## src/rtl/dqd_pkg.sv

```systemverilog
// ---------------------------------------------------------------------------
// dqd_pkg
// Shared types and codes for the two-queue dispatcher with work stealing.
// ---------------------------------------------------------------------------
package dqd_pkg;

   localparam int KIND_W   = 2;
   localparam int SIZE_W   = 32;
   localparam int ENTRY_W  = KIND_W + SIZE_W;
   localparam int POLICY_W = 3;
   localparam int OP_W     = 2;

   // Request operation codes
   localparam logic [OP_W-1:0] OP_ADD         = 2'd0;
   localparam logic [OP_W-1:0] OP_TAKE_FIRST  = 2'd1;
   localparam logic [OP_W-1:0] OP_TAKE_SECOND = 2'd2;

   // Dispatch policy codes; codes 5 to 7 are unused
   localparam logic [POLICY_W-1:0] POL_FIRST     = 3'd0;
   localparam logic [POLICY_W-1:0] POL_SECOND    = 3'd1;
   localparam logic [POLICY_W-1:0] POL_ALTERNATE = 3'd2;
   localparam logic [POLICY_W-1:0] POL_SIZE      = 3'd3;
   localparam logic [POLICY_W-1:0] POL_STEAL     = 3'd4;

   // Configuration register indexes
   localparam logic CSR_POLICY    = 1'b0;
   localparam logic CSR_THRESHOLD = 1'b1;

   // Outcome of one request, handed from the scheduler to the output stage
   typedef struct packed {
      logic accepted;
      logic unit;
      logic stolen;
      logic deliver;   // a queue entry was read for this transaction
      logic src;       // queue that was read: 0 first, 1 second
   } disp_type;

endpackage

```

## src/rtl/dqd_mem.sv

```systemverilog
// ---------------------------------------------------------------------------
// dqd_mem
// Task queue storage: one write port, one read port, registered read data.
// ---------------------------------------------------------------------------
module dqd_mem #(
   parameter int DEPTH = 16,
   parameter int WIDTH = 34,
   localparam int AW   = (DEPTH > 1) ? $clog2(DEPTH) : 1
) (
   input  logic             clock,
   input  logic             wr_en,
   input  logic [AW-1:0]    wr_addr,
   input  logic [WIDTH-1:0] wr_data,
   input  logic             rd_en,
   input  logic [AW-1:0]    rd_addr,
   output logic [WIDTH-1:0] rd_data
);

   logic [WIDTH-1:0] store_ff [DEPTH];
   logic [WIDTH-1:0] rd_data_ff;

   always_ff @(posedge clock) begin
      if (wr_en) begin
         store_ff[wr_addr] <= wr_data;
      end
   end

   // Hold read data until the next read
   always_ff @(posedge clock) begin
      if (rd_en) begin
         rd_data_ff <= store_ff[rd_addr];
      end
   end

   assign rd_data = rd_data_ff;

endmodule

```

## src/rtl/dqd_sched.sv

```systemverilog
// ---------------------------------------------------------------------------
// dqd_sched
// Queue pointers, policy decision and memory port control.
// ---------------------------------------------------------------------------
module dqd_sched #(
   parameter int QUEUE_DEPTH = 16,
   localparam int PTR_W = (QUEUE_DEPTH > 1) ? $clog2(QUEUE_DEPTH) : 1,
   localparam int CNT_W = $clog2(QUEUE_DEPTH + 1)
) (
   input  logic                          clock,
   input  logic                          reset,
   input  logic                          go,
   input  logic [dqd_pkg::OP_W-1:0]      op,
   input  logic [dqd_pkg::SIZE_W-1:0]    task_size,
   input  logic [dqd_pkg::POLICY_W-1:0]  policy,
   input  logic [dqd_pkg::SIZE_W-1:0]    threshold,
   output logic [1:0]                    wr_en,
   output logic [PTR_W-1:0]              wr_addr,
   output logic [1:0]                    rd_en,
   output logic [PTR_W-1:0]              rd_addr,
   output dqd_pkg::disp_type             disp
);

   logic [PTR_W-1:0] head0_ff, head0_in, head1_ff, head1_in;
   logic [PTR_W-1:0] tail0_ff, tail0_in, tail1_ff, tail1_in;
   logic [CNT_W-1:0] cnt0_ff, cnt0_in, cnt1_ff, cnt1_in;
   logic             turn_ff, turn_in;

   logic full0, full1, empty0, empty1;
   logic tgt, pol_ok, tgt_full, me, own_empty, oth_empty, flip;
   logic [1:0] wr_req, rd_req;

   assign full0  = (cnt0_ff == CNT_W'(QUEUE_DEPTH));
   assign full1  = (cnt1_ff == CNT_W'(QUEUE_DEPTH));
   assign empty0 = (cnt0_ff == '0);
   assign empty1 = (cnt1_ff == '0);

   always_comb begin
      disp      = '0;
      wr_req    = '0;
      rd_req    = '0;
      wr_addr   = '0;
      rd_addr   = '0;
      tgt       = 1'b0;
      pol_ok    = 1'b0;
      flip      = 1'b0;
      tgt_full  = 1'b0;
      me        = 1'b0;
      own_empty = 1'b1;
      oth_empty = 1'b1;
      case (op)
         dqd_pkg::OP_ADD: begin
            pol_ok = 1'b1;
            case (policy)
               dqd_pkg::POL_FIRST:                      tgt = 1'b0;
               dqd_pkg::POL_SECOND, dqd_pkg::POL_STEAL: tgt = 1'b1;
               dqd_pkg::POL_ALTERNATE: begin
                  tgt  = ~turn_ff;
                  flip = 1'b1;
               end
               dqd_pkg::POL_SIZE:                       tgt = ~(task_size < threshold);
               default:                                 pol_ok = 1'b0;
            endcase
            if (pol_ok) begin
               disp.unit = tgt;
               tgt_full  = tgt ? full1 : full0;
               if (!tgt_full) begin
                  disp.accepted = 1'b1;
                  wr_req[tgt]   = 1'b1;
                  wr_addr       = tgt ? tail1_ff : tail0_ff;
               end
            end
         end
         dqd_pkg::OP_TAKE_FIRST, dqd_pkg::OP_TAKE_SECOND: begin
            me        = (op == dqd_pkg::OP_TAKE_SECOND);
            disp.unit = me;
            own_empty = me ? empty1 : empty0;
            oth_empty = me ? empty0 : empty1;
            if (!own_empty) begin
               disp.accepted = 1'b1;
               disp.deliver  = 1'b1;
               disp.src      = me;
            end else if (policy == dqd_pkg::POL_STEAL && !oth_empty) begin
               disp.accepted = 1'b1;
               disp.deliver  = 1'b1;
               disp.stolen   = 1'b1;
               disp.src      = ~me;
            end
            if (disp.deliver) begin
               rd_req[disp.src] = 1'b1;
               rd_addr          = disp.src ? head1_ff : head0_ff;
            end
         end
         default: begin
         end
      endcase
   end

   assign wr_en = go ? wr_req : 2'b00;
   assign rd_en = go ? rd_req : 2'b00;

   // Advance pointers with wrap at the queue depth
   always_comb begin
      head0_in = head0_ff;
      head1_in = head1_ff;
      tail0_in = tail0_ff;
      tail1_in = tail1_ff;
      cnt0_in  = cnt0_ff;
      cnt1_in  = cnt1_ff;
      turn_in  = turn_ff;
      if (go && flip) begin
         turn_in = ~turn_ff;
      end
      if (wr_en[0]) begin
         tail0_in = (tail0_ff == PTR_W'(QUEUE_DEPTH - 1)) ? '0 : tail0_ff + 1'b1;
         cnt0_in  = cnt0_ff + 1'b1;
      end
      if (wr_en[1]) begin
         tail1_in = (tail1_ff == PTR_W'(QUEUE_DEPTH - 1)) ? '0 : tail1_ff + 1'b1;
         cnt1_in  = cnt1_ff + 1'b1;
      end
      if (rd_en[0]) begin
         head0_in = (head0_ff == PTR_W'(QUEUE_DEPTH - 1)) ? '0 : head0_ff + 1'b1;
         cnt0_in  = cnt0_ff - 1'b1;
      end
      if (rd_en[1]) begin
         head1_in = (head1_ff == PTR_W'(QUEUE_DEPTH - 1)) ? '0 : head1_ff + 1'b1;
         cnt1_in  = cnt1_ff - 1'b1;
      end
   end

   always_ff @(posedge clock) begin
      if (reset) begin
         head0_ff <= '0;
         head1_ff <= '0;
         tail0_ff <= '0;
         tail1_ff <= '0;
         cnt0_ff  <= '0;
         cnt1_ff  <= '0;
         turn_ff  <= 1'b1;
      end else begin
         head0_ff <= head0_in;
         head1_ff <= head1_in;
         tail0_ff <= tail0_in;
         tail1_ff <= tail1_in;
         cnt0_ff  <= cnt0_in;
         cnt1_ff  <= cnt1_in;
         turn_ff  <= turn_in;
      end
   end

   a_no_write_full: assert property (@(posedge clock) disable iff (reset)
      !((wr_en[0] && full0) || (wr_en[1] && full1)))
      else $error("write issued to a full queue");

   a_no_read_empty: assert property (@(posedge clock) disable iff (reset)
      !((rd_en[0] && empty0) || (rd_en[1] && empty1)))
      else $error("read issued to an empty queue");

   a_count_bound: assert property (@(posedge clock) disable iff (reset)
      cnt0_ff <= CNT_W'(QUEUE_DEPTH) && cnt1_ff <= CNT_W'(QUEUE_DEPTH))
      else $error("queue count beyond depth");

   a_add_counts: assert property (@(posedge clock) disable iff (reset)
      wr_en[0] |=> cnt0_ff == $past(cnt0_ff) + 1'b1)
      else $error("first queue count did not advance on write");

endmodule

```

## src/rtl/dual_queue_dispatch_with_stealing.sv

```systemverilog
// ---------------------------------------------------------------------------
// dual_queue_dispatch_with_stealing
// Two task queues, one per execution unit, with policy dispatch and stealing.
// ---------------------------------------------------------------------------
// Usage:
//   req_ carries one request per transaction: add a task, or a take by the
//   first or second unit. rsp_ returns exactly one result per request, in
//   order. csr_ writes policy_mode (index 0) and size_threshold (index 1);
//   write it only while no request is in flight.
// Pipeline and throughput:
//   In the accepting cycle the scheduler decides, and at the accepting edge
//   it moves the queue pointers and issues the memory access. The request
//   then waits in the pending stage while the queue memory returns its
//   registered read data; from there it moves into the output register
//   that drives rsp_tvalid. With rsp_tready high the block takes one
//   request every cycle; pointer state updates at acceptance so back-to-back
//   requests see each other.
// Reset:
//   Clears both queues (pointers and counts), sets the alternate turn to
//   the first unit, and sets policy_mode and size_threshold to zero. The
//   queue memories themselves are not cleared; empty entries are never read.
// Stall:
//   A stalled rsp_ holds its result; the pending stage holds one more, and
//   req_tready drops only when both are occupied and rsp_tready is low.
// ---------------------------------------------------------------------------
module dual_queue_dispatch_with_stealing #(
   parameter int QUEUE_DEPTH = 16
) (
   input  logic        clock,
   input  logic        reset,
   // Request channel
   input  logic        req_tvalid,
   output logic        req_tready,
   input  logic [39:0] req_tdata,   // [1:0] operation, [3:2] task_kind,
                                    // [35:4] task_size, [39:36] zero
   // Result channel
   output logic        rsp_tvalid,
   input  logic        rsp_tready,
   output logic [39:0] rsp_tdata,   // [0] accepted, [1] unit, [2] stolen,
                                    // [4:3] out_task_kind,
                                    // [36:5] out_task_size, [39:37] zero
   // Configuration write port
   input  logic        csr_we,
   input  logic        csr_addr,
   input  logic [31:0] csr_wdata
);

   localparam int PTR_W = (QUEUE_DEPTH > 1) ? $clog2(QUEUE_DEPTH) : 1;

   // Configuration registers
   logic [dqd_pkg::POLICY_W-1:0] policy_ff;
   logic [dqd_pkg::SIZE_W-1:0]   threshold_ff;

   always_ff @(posedge clock) begin
      if (reset) begin
         policy_ff    <= '0;
         threshold_ff <= '0;
      end else if (csr_we) begin
         case (csr_addr)
            dqd_pkg::CSR_POLICY:    policy_ff    <= csr_wdata[dqd_pkg::POLICY_W-1:0];
            dqd_pkg::CSR_THRESHOLD: threshold_ff <= csr_wdata;
            default: begin
            end
         endcase
      end
   end

   // Unpack the request
   logic [dqd_pkg::OP_W-1:0]   req_op;
   logic [dqd_pkg::KIND_W-1:0] req_kind;
   logic [dqd_pkg::SIZE_W-1:0] req_size;

   assign req_op   = req_tdata[1:0];
   assign req_kind = req_tdata[3:2];
   assign req_size = req_tdata[35:4];

   // Pipeline handshake: the pending stage drains into the output register
   logic pend_valid_ff, rsp_valid_ff, out_free, go;

   assign out_free   = !rsp_valid_ff || rsp_tready;
   assign req_tready = !pend_valid_ff || out_free;
   assign go         = req_tvalid && req_tready;

   // Scheduler and queue memories
   logic [1:0]                  wr_en, rd_en;
   logic [PTR_W-1:0]            wr_addr, rd_addr;
   logic [dqd_pkg::ENTRY_W-1:0] wr_word, rd_word0, rd_word1;
   dqd_pkg::disp_type           disp;

   assign wr_word = {req_kind, req_size};

   dqd_sched #(.QUEUE_DEPTH(QUEUE_DEPTH)) u_sched (
      .clock     (clock),
      .reset     (reset),
      .go        (go),
      .op        (req_op),
      .task_size (req_size),
      .policy    (policy_ff),
      .threshold (threshold_ff),
      .wr_en     (wr_en),
      .wr_addr   (wr_addr),
      .rd_en     (rd_en),
      .rd_addr   (rd_addr),
      .disp      (disp)
   );

   dqd_mem #(.DEPTH(QUEUE_DEPTH), .WIDTH(dqd_pkg::ENTRY_W)) u_first_queue (
      .clock   (clock),
      .wr_en   (wr_en[0]),
      .wr_addr (wr_addr),
      .wr_data (wr_word),
      .rd_en   (rd_en[0]),
      .rd_addr (rd_addr),
      .rd_data (rd_word0)
   );

   dqd_mem #(.DEPTH(QUEUE_DEPTH), .WIDTH(dqd_pkg::ENTRY_W)) u_second_queue (
      .clock   (clock),
      .wr_en   (wr_en[1]),
      .wr_addr (wr_addr),
      .wr_data (wr_word),
      .rd_en   (rd_en[1]),
      .rd_addr (rd_addr),
      .rd_data (rd_word1)
   );

   // Pending stage: hold the decision while the memory read completes
   dqd_pkg::disp_type pend_disp_ff;

   always_ff @(posedge clock) begin
      if (reset) begin
         pend_valid_ff <= 1'b0;
      end else if (go) begin
         pend_valid_ff <= 1'b1;
      end else if (out_free) begin
         pend_valid_ff <= 1'b0;
      end
   end

   always_ff @(posedge clock) begin
      if (go) begin
         pend_disp_ff <= disp;
      end
   end

   // Output register: pick the read data of the source queue, zero if none
   logic [dqd_pkg::ENTRY_W-1:0] pend_word;
   logic [36:0]                 rsp_data_ff, rsp_data_in;

   assign pend_word   = !pend_disp_ff.deliver ? '0 :
                        (pend_disp_ff.src ? rd_word1 : rd_word0);
   assign rsp_data_in = {pend_word[dqd_pkg::SIZE_W-1:0],
                         pend_word[dqd_pkg::ENTRY_W-1:dqd_pkg::SIZE_W],
                         pend_disp_ff.stolen, pend_disp_ff.unit,
                         pend_disp_ff.accepted};

   always_ff @(posedge clock) begin
      if (reset) begin
         rsp_valid_ff <= 1'b0;
      end else if (pend_valid_ff && out_free) begin
         rsp_valid_ff <= 1'b1;
      end else if (rsp_tready) begin
         rsp_valid_ff <= 1'b0;
      end
   end

   always_ff @(posedge clock) begin
      if (pend_valid_ff && out_free) begin
         rsp_data_ff <= rsp_data_in;
      end
   end

   assign rsp_tvalid = rsp_valid_ff;
   assign rsp_tdata  = {3'b000, rsp_data_ff};

endmodule
```

## config.mk

```make
export PLATFORM = sky130hd
export DESIGN_NAME = dual_queue_dispatch_with_stealing
export DESIGN_NICKNAME = d
export VERILOG_FILES = /design/src/rtl/dqd_pkg.sv /design/src/rtl/dqd_mem.sv /design/src/rtl/dqd_sched.sv /design/src/rtl/dual_queue_dispatch_with_stealing.sv
export SDC_FILE = /design/constraint.sdc
export NUM_CORES = 2
export LEC_CHECK = 0
export ABC_CLOCK_PERIOD_IN_PS = 9800
export BUFFER_PORTS_ARGS = -buffer_cell sky130_fd_sc_hd__buf_2
export CORE_ASPECT_RATIO = 1.4
export CORE_MARGIN = 4
export CORE_UTILIZATION = 60
export DETAILED_ROUTE_END_ITERATION = 10
export PLACE_DENSITY = 0.78
export SETUP_SLACK_MARGIN = 0.4
export SYNTH_ARGS = -nofsm -noshare
export SYNTH_HDL_FRONTEND = slang
export SYNTH_HIERARCHICAL = 1
export SYNTH_SLANG_ARGS = --single-unit
```

## constraint.sdc

```tcl
create_clock -name clock -period 9.8 [get_ports clock]
set_input_delay 1.96 -clock clock [delete_from_list [all_inputs] [get_ports clock]]
set_output_delay 1.96 -clock clock [all_outputs]
set_load 0.01 [all_outputs]
```

* Word-level counts from Yosys, hierarchy flattened
Memory sizes are Yosys's and may differ from the RTL's. A register that Yosys moved wholly into a read port is not among the register bits.
Index checks and enable logic that the tools add are counted.
** Word-level totals
- Word-level logic and storage cells :: 126
- Bits in registers :: 106
- Bits in writable memories :: 1088
- Input bits :: 78
- Memories :: 2
** Operators by class
- Bitwise operators :: 4
- Reductions and logical operators :: 25
- Muxes and demuxes :: 52
- Order comparisons :: 5
- Equal/unequal tests :: 12
- Add/subtract/negate cells :: 8
** Memories
- u_first_queue.store_ff :: depth 16, bits a word 34, read ports 1, clocked after memory_dff 1, write ports 1, line dqd_mem.sv:19 : logic [WIDTH-1:0] store_ff [DEPTH];
- u_second_queue.store_ff :: depth 16, bits a word 34, read ports 1, clocked after memory_dff 1, write ports 1, line dqd_mem.sv:19
** Operators with widths (number)
- 4-bit 2-to-1 mux :: 11
- 34-bit 2-to-1 mux :: 1
- 32-bit < comparator :: 1
- 1-bit 2-to-1 mux :: 21
- 2-bit 2-to-1 mux :: 10
- 5-bit 2-to-1 mux :: 4
- 4-bit by 1-bit adder with 4-bit output, second input constant :: 4
- 4-bit equality test, second input constant :: 4
- 5-bit by 1-bit adder with 5-bit output, second input constant :: 2
- 5-bit equality test, second input constant :: 2
- 5-bit zero test :: 2
- 5-bit by 1-bit subtractor with 5-bit output, second input constant :: 2
- 2-bit nonzero test :: 4
- 3-bit by 2-bit equality test with 1-bit output, second input constant :: 2
- 1-bit logical AND :: 6
- 2-bit AND reduction :: 3
- 5-bit OR reduction :: 1
- 1-bit by 2-bit < comparator with 1-bit output, second input constant :: 2
- 1-bit NOT :: 4
- 2-bit case mux with 2 select lines :: 1
- 2-bit OR reduction :: 2
- 3-bit by 1-bit equality test with 1-bit output, second input constant :: 1
- 3-bit equality test, second input constant :: 1
- 1-bit zero test :: 3
- 9 further kinds :: 12

* Depth between registers and ports, before layout
- Depth in word-level cells :: 15
- Mapped depth :: 14

* Modules after synthesis
The synthesis kept the hierarchy.
** Modules (own cells, without submodules)
- dqd_mem :: instances 2, cells each 888, area an instance 21416.8 sq um
- dual_queue_dispatch_with_stealing :: instances 1, cells each 289, area an instance 3838.7 sq um
- dqd_sched :: instances 1, cells each 344, area an instance 2745.1 sq um

* Worst setup path after synthesis
OpenSTA, ideal clock, no wires.
- Path type :: input to register
- From :: input port req_tdata[17]
- To :: memory u_second_queue.store_ff[0][0] (enable)
- Stages on the path :: 11
- Required time :: 9.333 ns
- Buffers on the path :: 1
- Library setup time :: 0.467 ns
- Setup slack :: 2.755 ns
- Arrival time :: 6.578 ns
- Path through :: ha_1 -> nand4_2 -> or4_1 -> nor4_2 -> o31a_1 -> buf_6 -> nor2_1 -> nand3_1 -> a21oi_1 -> or3b_2 -> nor3_1
** On the way
- Elaborated cells on any way between the ends :: 20
** RTL lines
- start, declared :: line dual_queue_dispatch_with_stealing.sv:34 : input logic [39:0] req_tdata,
- 32-bit < comparator (*) :: line dqd_sched.sv:61 : dqd_pkg::POL_SIZE: tgt = ~(task_size < threshold);
- 1-bit NOT (*) :: line dqd_sched.sv:61
- 1-bit case mux with 3 select lines (*) :: line dqd_sched.sv:54 : case (policy)
- 1-bit 2-to-1 mux (*) :: line dqd_sched.sv:51 : case (op)
- 4-bit 2-to-1 mux or 1-bit 2-to-1 mux (tied branches) :: line dqd_sched.sv:70, dqd_sched.sv:66
- 4-bit 2-to-1 mux (*) :: line dqd_sched.sv:67 : if (!tgt_full) begin
- 4-bit 2-to-1 mux (*) :: line dqd_sched.sv:64 : if (pol_ok) begin
- 4-bit 2-to-1 mux (*) :: line dqd_sched.sv:51
- via wr_addr[2] :: line dual_queue_dispatch_with_stealing.sv:86 : logic [PTR_W-1:0] wr_addr, rd_addr;
- end, declared :: line dqd_mem.sv:19
The timed path passes the listed nets; every way through them passes the cells marked *. The select of a mux whose other input is x is not followed.

* Worst setup path in the final report
- From :: input port req_tdata[27]
- To :: memory u_first_queue.store_ff[12][17] (enable)
** On the way
- Elaborated cells on any way between the ends :: 20
** RTL lines (line)
- 32-bit < comparator (*) :: dqd_sched.sv:61
- 1-bit NOT (*) :: dqd_sched.sv:61
- 1-bit case mux with 3 select lines (*) :: dqd_sched.sv:54
- 1-bit 2-to-1 mux (*) :: dqd_sched.sv:51
- 4-bit 2-to-1 mux or 1-bit 2-to-1 mux (tied branches) :: dqd_sched.sv:70, dqd_sched.sv:66
- 4-bit 2-to-1 mux (*) :: dqd_sched.sv:67
- 4-bit 2-to-1 mux (*) :: dqd_sched.sv:64
- 4-bit 2-to-1 mux (*) :: dqd_sched.sv:51
- via wr_addr[3] :: dual_queue_dispatch_with_stealing.sv:86
- end, declared :: dqd_mem.sv:19
Marks and branches as above.

==> qor.csv <==
stage,metric,value,unit
global_routing,initial antenna violation count,4,
yosys,number of synthesized flops with an enable pin,1198,
layout,final net count,2692,
worst_setup_path,critical path arrival,7.17,ns
yosys,Synth Flop Type,edfxtp_1,
worst_setup_path,FF-to-FF End,u_first_queue/store_ff[12][17],
cts,post-CTS setup repair buffer count,0,
worst_setup_path,reg2reg setup slack,4.25,ns
layout,ANT cells,0,
drt,drt drc,0,
yosys,#FFs+latches synth,1262,
worst_setup_path,worst-path cell chain,"buf_2, ha_1, a21oi_1, o21ai_0, a221oi_1, a32oi_2, nor2_1, nand3_1, a21oi_1, nand3_1, nor3_2, buf_4",
layout,"commonest cells after routing, fill and taps aside","1198 x edfxtp_1, 272 x mux4_2, 136 x a22oi_1",
global_routing,total grt overflow,0,
sta,setup violators final,0,
floorplan,Initial Util,60.6,%
drt,wire per inst,32.3,microns
floorplan,die height,348,microns
hold_path,Worst Hold Class,flop to flop,
worst_setup_path,Worst Setup End Kind,flop,
yosys,Synth async-reset ratio,0,%
yosys,YS warnings,6,
global_routing,total global-route track usage,27.7,%
cts,Num CTS Buffers,111,
worst_setup_path,CP Max Fanout,33,
cts,post-cts sizing count,0,
floorplan,CORE AREA,81600,sq um
floorplan,standard-cell rows,124,
drt,final wirelength,120000,microns
sta,worst slew pin tran,1.24,ns
placement,Detail Placement HPWL,62500,microns
drt,Starting DRT DRC Count,2958,
sta,RSZ-0062 raised after global routing,no,
layout,share of layout cells above drive strength 1,27.1,%
global_routing,number of global-route vias before repair,26200,
sta,fin crit period,6.87,ns
power,Leak Pwr,0.0171,uW
yosys,Syn Area/Cell,20.5,sq um
cts,CTS H-tree lvls,3,
layout,fillers,4998,
layout,area grow syn2layout,11.0,%
worst_setup_path,Critical Path Start Type,input port,
sta,Tcrit/Tclk final,70.1,%
floorplan,Die X,251,microns
sta,Worst Skew,0.0261,ns
worst_setup_path,CP required,10.10,ns
drt,DR pass1 iterations,5,
global_routing,global-route wire length before repair,176000,microns
worst_setup_path,FF-to-FF path depth,12,
sta,Hold Fails Final Rpt,0,
worst_setup_path,r2r startpoint,threshold_ff[23],
cts,"Clk Latency, worst-skew pair",0.68,ns
yosys,Post-Syn Instances,2409,
cts,deepest clock path buffer count,3,
placement,routability cong.,0.829,
sta,Achievable Freq,146,MHz
power,Power Dens Cells,195,nW/um^2
sta,Relative slew margins,17.0,%
cts,CTS sink cnt,1262,
floorplan,die area,87100,sq um
cts,"Clk pin slew, worst setup/hold paths",0.06,ns
cts,hold buffers post-CTS,0,
floorplan,number of I/O pins,120,
drt,DR vias,25400,
worst_setup_path,critical path class,input port to flop,
worst_setup_path,biggest cell delay along the critical path,1.03,ns
global_routing,largest net degree at the start of global routing,170,
yosys,"Seq/Total Area, Yosys",75.4,%
sta,Max Slew Vio Count,0,
yosys,synth unique cells,77,
layout,"commonest non-fill, non-tap cell in the layout",edfxtp_1,
cts,Root Buffer,clkbuf_16,
cts,CTS tree,yes,
placement,Port Buf Inserts,112,
drt,vias per inst,6.80,
worst_setup_path,CP Buf/Inv Count,2,
sta,Total Neg Setup Slack,0,ns
worst_setup_path,slowest cell on the critical path,nor3_2,
worst_setup_path,CP top delay family,simple AND/OR/NAND/NOR gates,
run_status,status,"complete, no violations",
hold_path,Hold Path Sink,rsp_data_ff[2],
job,Max Cap Violations,0,
yosys,synthesized area,49400,sq um
power,worst vdd ir,0.000139,V
power,total power,10700,uW
hold_path,Hold Crit Depth,0,
drt,Antenna Nets Post-Route,0,
hold_path,hold_sp,pend_disp_ff[2],
cells in the mapped netlist (all sizes together) (3+ instances only):
library cell  count  area share, %
and2              9           0.12
a311oi            4          0.071
nor2b            44           0.56
inv              48           0.36
a21o              5          0.078
nand4             6          0.089
nor3             13           0.15
nand3b            6          0.091
nand2           102           0.77
mux2i            50            1.0
clkbuf           53           0.40
xnor2             5          0.089
a21oi            62           0.86
a21bo            29           0.59
nand4b            3          0.053
mux4            272             12
a31oi             3          0.038
o211ai            5          0.076
nor2             53           0.41
edfxtp         1198             73
nor4              3          0.051
nand2b           21           0.27
nand3            44           0.67
dfxtp            64            2.6
o22ai             3          0.038
ha               44            1.1
a22oi           136            2.1
o21ai            11           0.11
buf              73            1.2
or4               3          0.053
xor2              3          0.053
report_power, final:
group	switching, uW	total (uW)	internal [uW]
clock network	1910	4360	2450
registers	24.6	5970	5950
logic	258	387	129
stage by stage:
stage | setup slack (ns) | cell area, sq um | hold slack (ns) | util [%] | std cells
2_1_floorplan | 2.75 | 49400 | 0.400 | - | 2411
3_3_place_gp | 2.46 | 51300 | 0.417 | 62.8 | 3526
3_5_place_dp | 2.29 | 51300 | 0.412 | 62.8 | 3526
4_1_cts | 2.93 | 54900 | 0.438 | 67.2 | 3731
5_1_grt | 2.59 | 54900 | 0.452 | 67.2 | 3731
6_report | 2.93 | 54900 | 0.440 | 67.2 | 3731
routing by layer:
metal	global-route usage, %	share of wire (%)	up-vias
met3	5.41	10	287
met5	0	0.022	-
li1	-	-	10200
met2	46.1	51	1735
met1	37.1	35	13200
met4	10.4	4.1	4
how the worst max path moves through the flow:
stage,end,cells after the start,slack (ns),startpoint
global route,u_first_queue/store_ff[12][18],12,2.59,req_tdata[27]
floorplan,u_second_queue/store_ff[0][0],11,2.75,req_tdata[17]
finish,u_first_queue/store_ff[12][17],12,2.93,req_tdata[27]
CTS,u_first_queue/store_ff[12][18],12,2.93,req_tdata[27]
detailed placement,u_first_queue/store_ff[12][20],12,2.29,req_tdata[27]
global placement,u_first_queue/store_ff[12][17],12,2.46,req_tdata[27]
cells by family (layout without fill, tap and decap cells):
logic type	after synthesis	count (layout)	share of synthesized area (%)
AOI/OAI and AO/OA	277	277	4.35
xor gates and xnor gates	8	8	0.142
adders and majority gates	46	46	1.20
buffers and inverters	174	423	2.01
DFF	1262	1262	75.4
muxes	324	324	13.5
other	1	3	0.00759
and+or+nand+nor	317	317	3.45
cell type report:
class	instances	area [sq um]	area share, %
Inverter	48	180	0.328
Multi-Input combinational cell	975	11500	20.9
Clock inverter	76	716	1.30
Clock buffer	129	2890	5.26
Tap cell	1071	1340	2.44
Timing Repair Buffer	170	1020	1.86
Sequential cell	1262	37300	67.9
state kept, by name, summed over array words and instances, names as in the netlist:
register,count
u_first_queue/rd_data,34
u_sched/head0_ff,4
u_first_queue/store_ff,544
u_second_queue/store_ff,544
u_sched/cnt0_ff,5
u_sched/turn_ff,1
u_second_queue/rd_data,34
u_sched/tail1_ff,4
u_sched/head1_ff,4
threshold_ff,32
u_sched/cnt1_ff,5
pend_disp_ff,5
policy_ff,3
pend_valid_ff,1
rsp_tvalid,1
rsp_data_ff,37
u_sched/tail0_ff,4
Power figures use the tool's default switching activity.
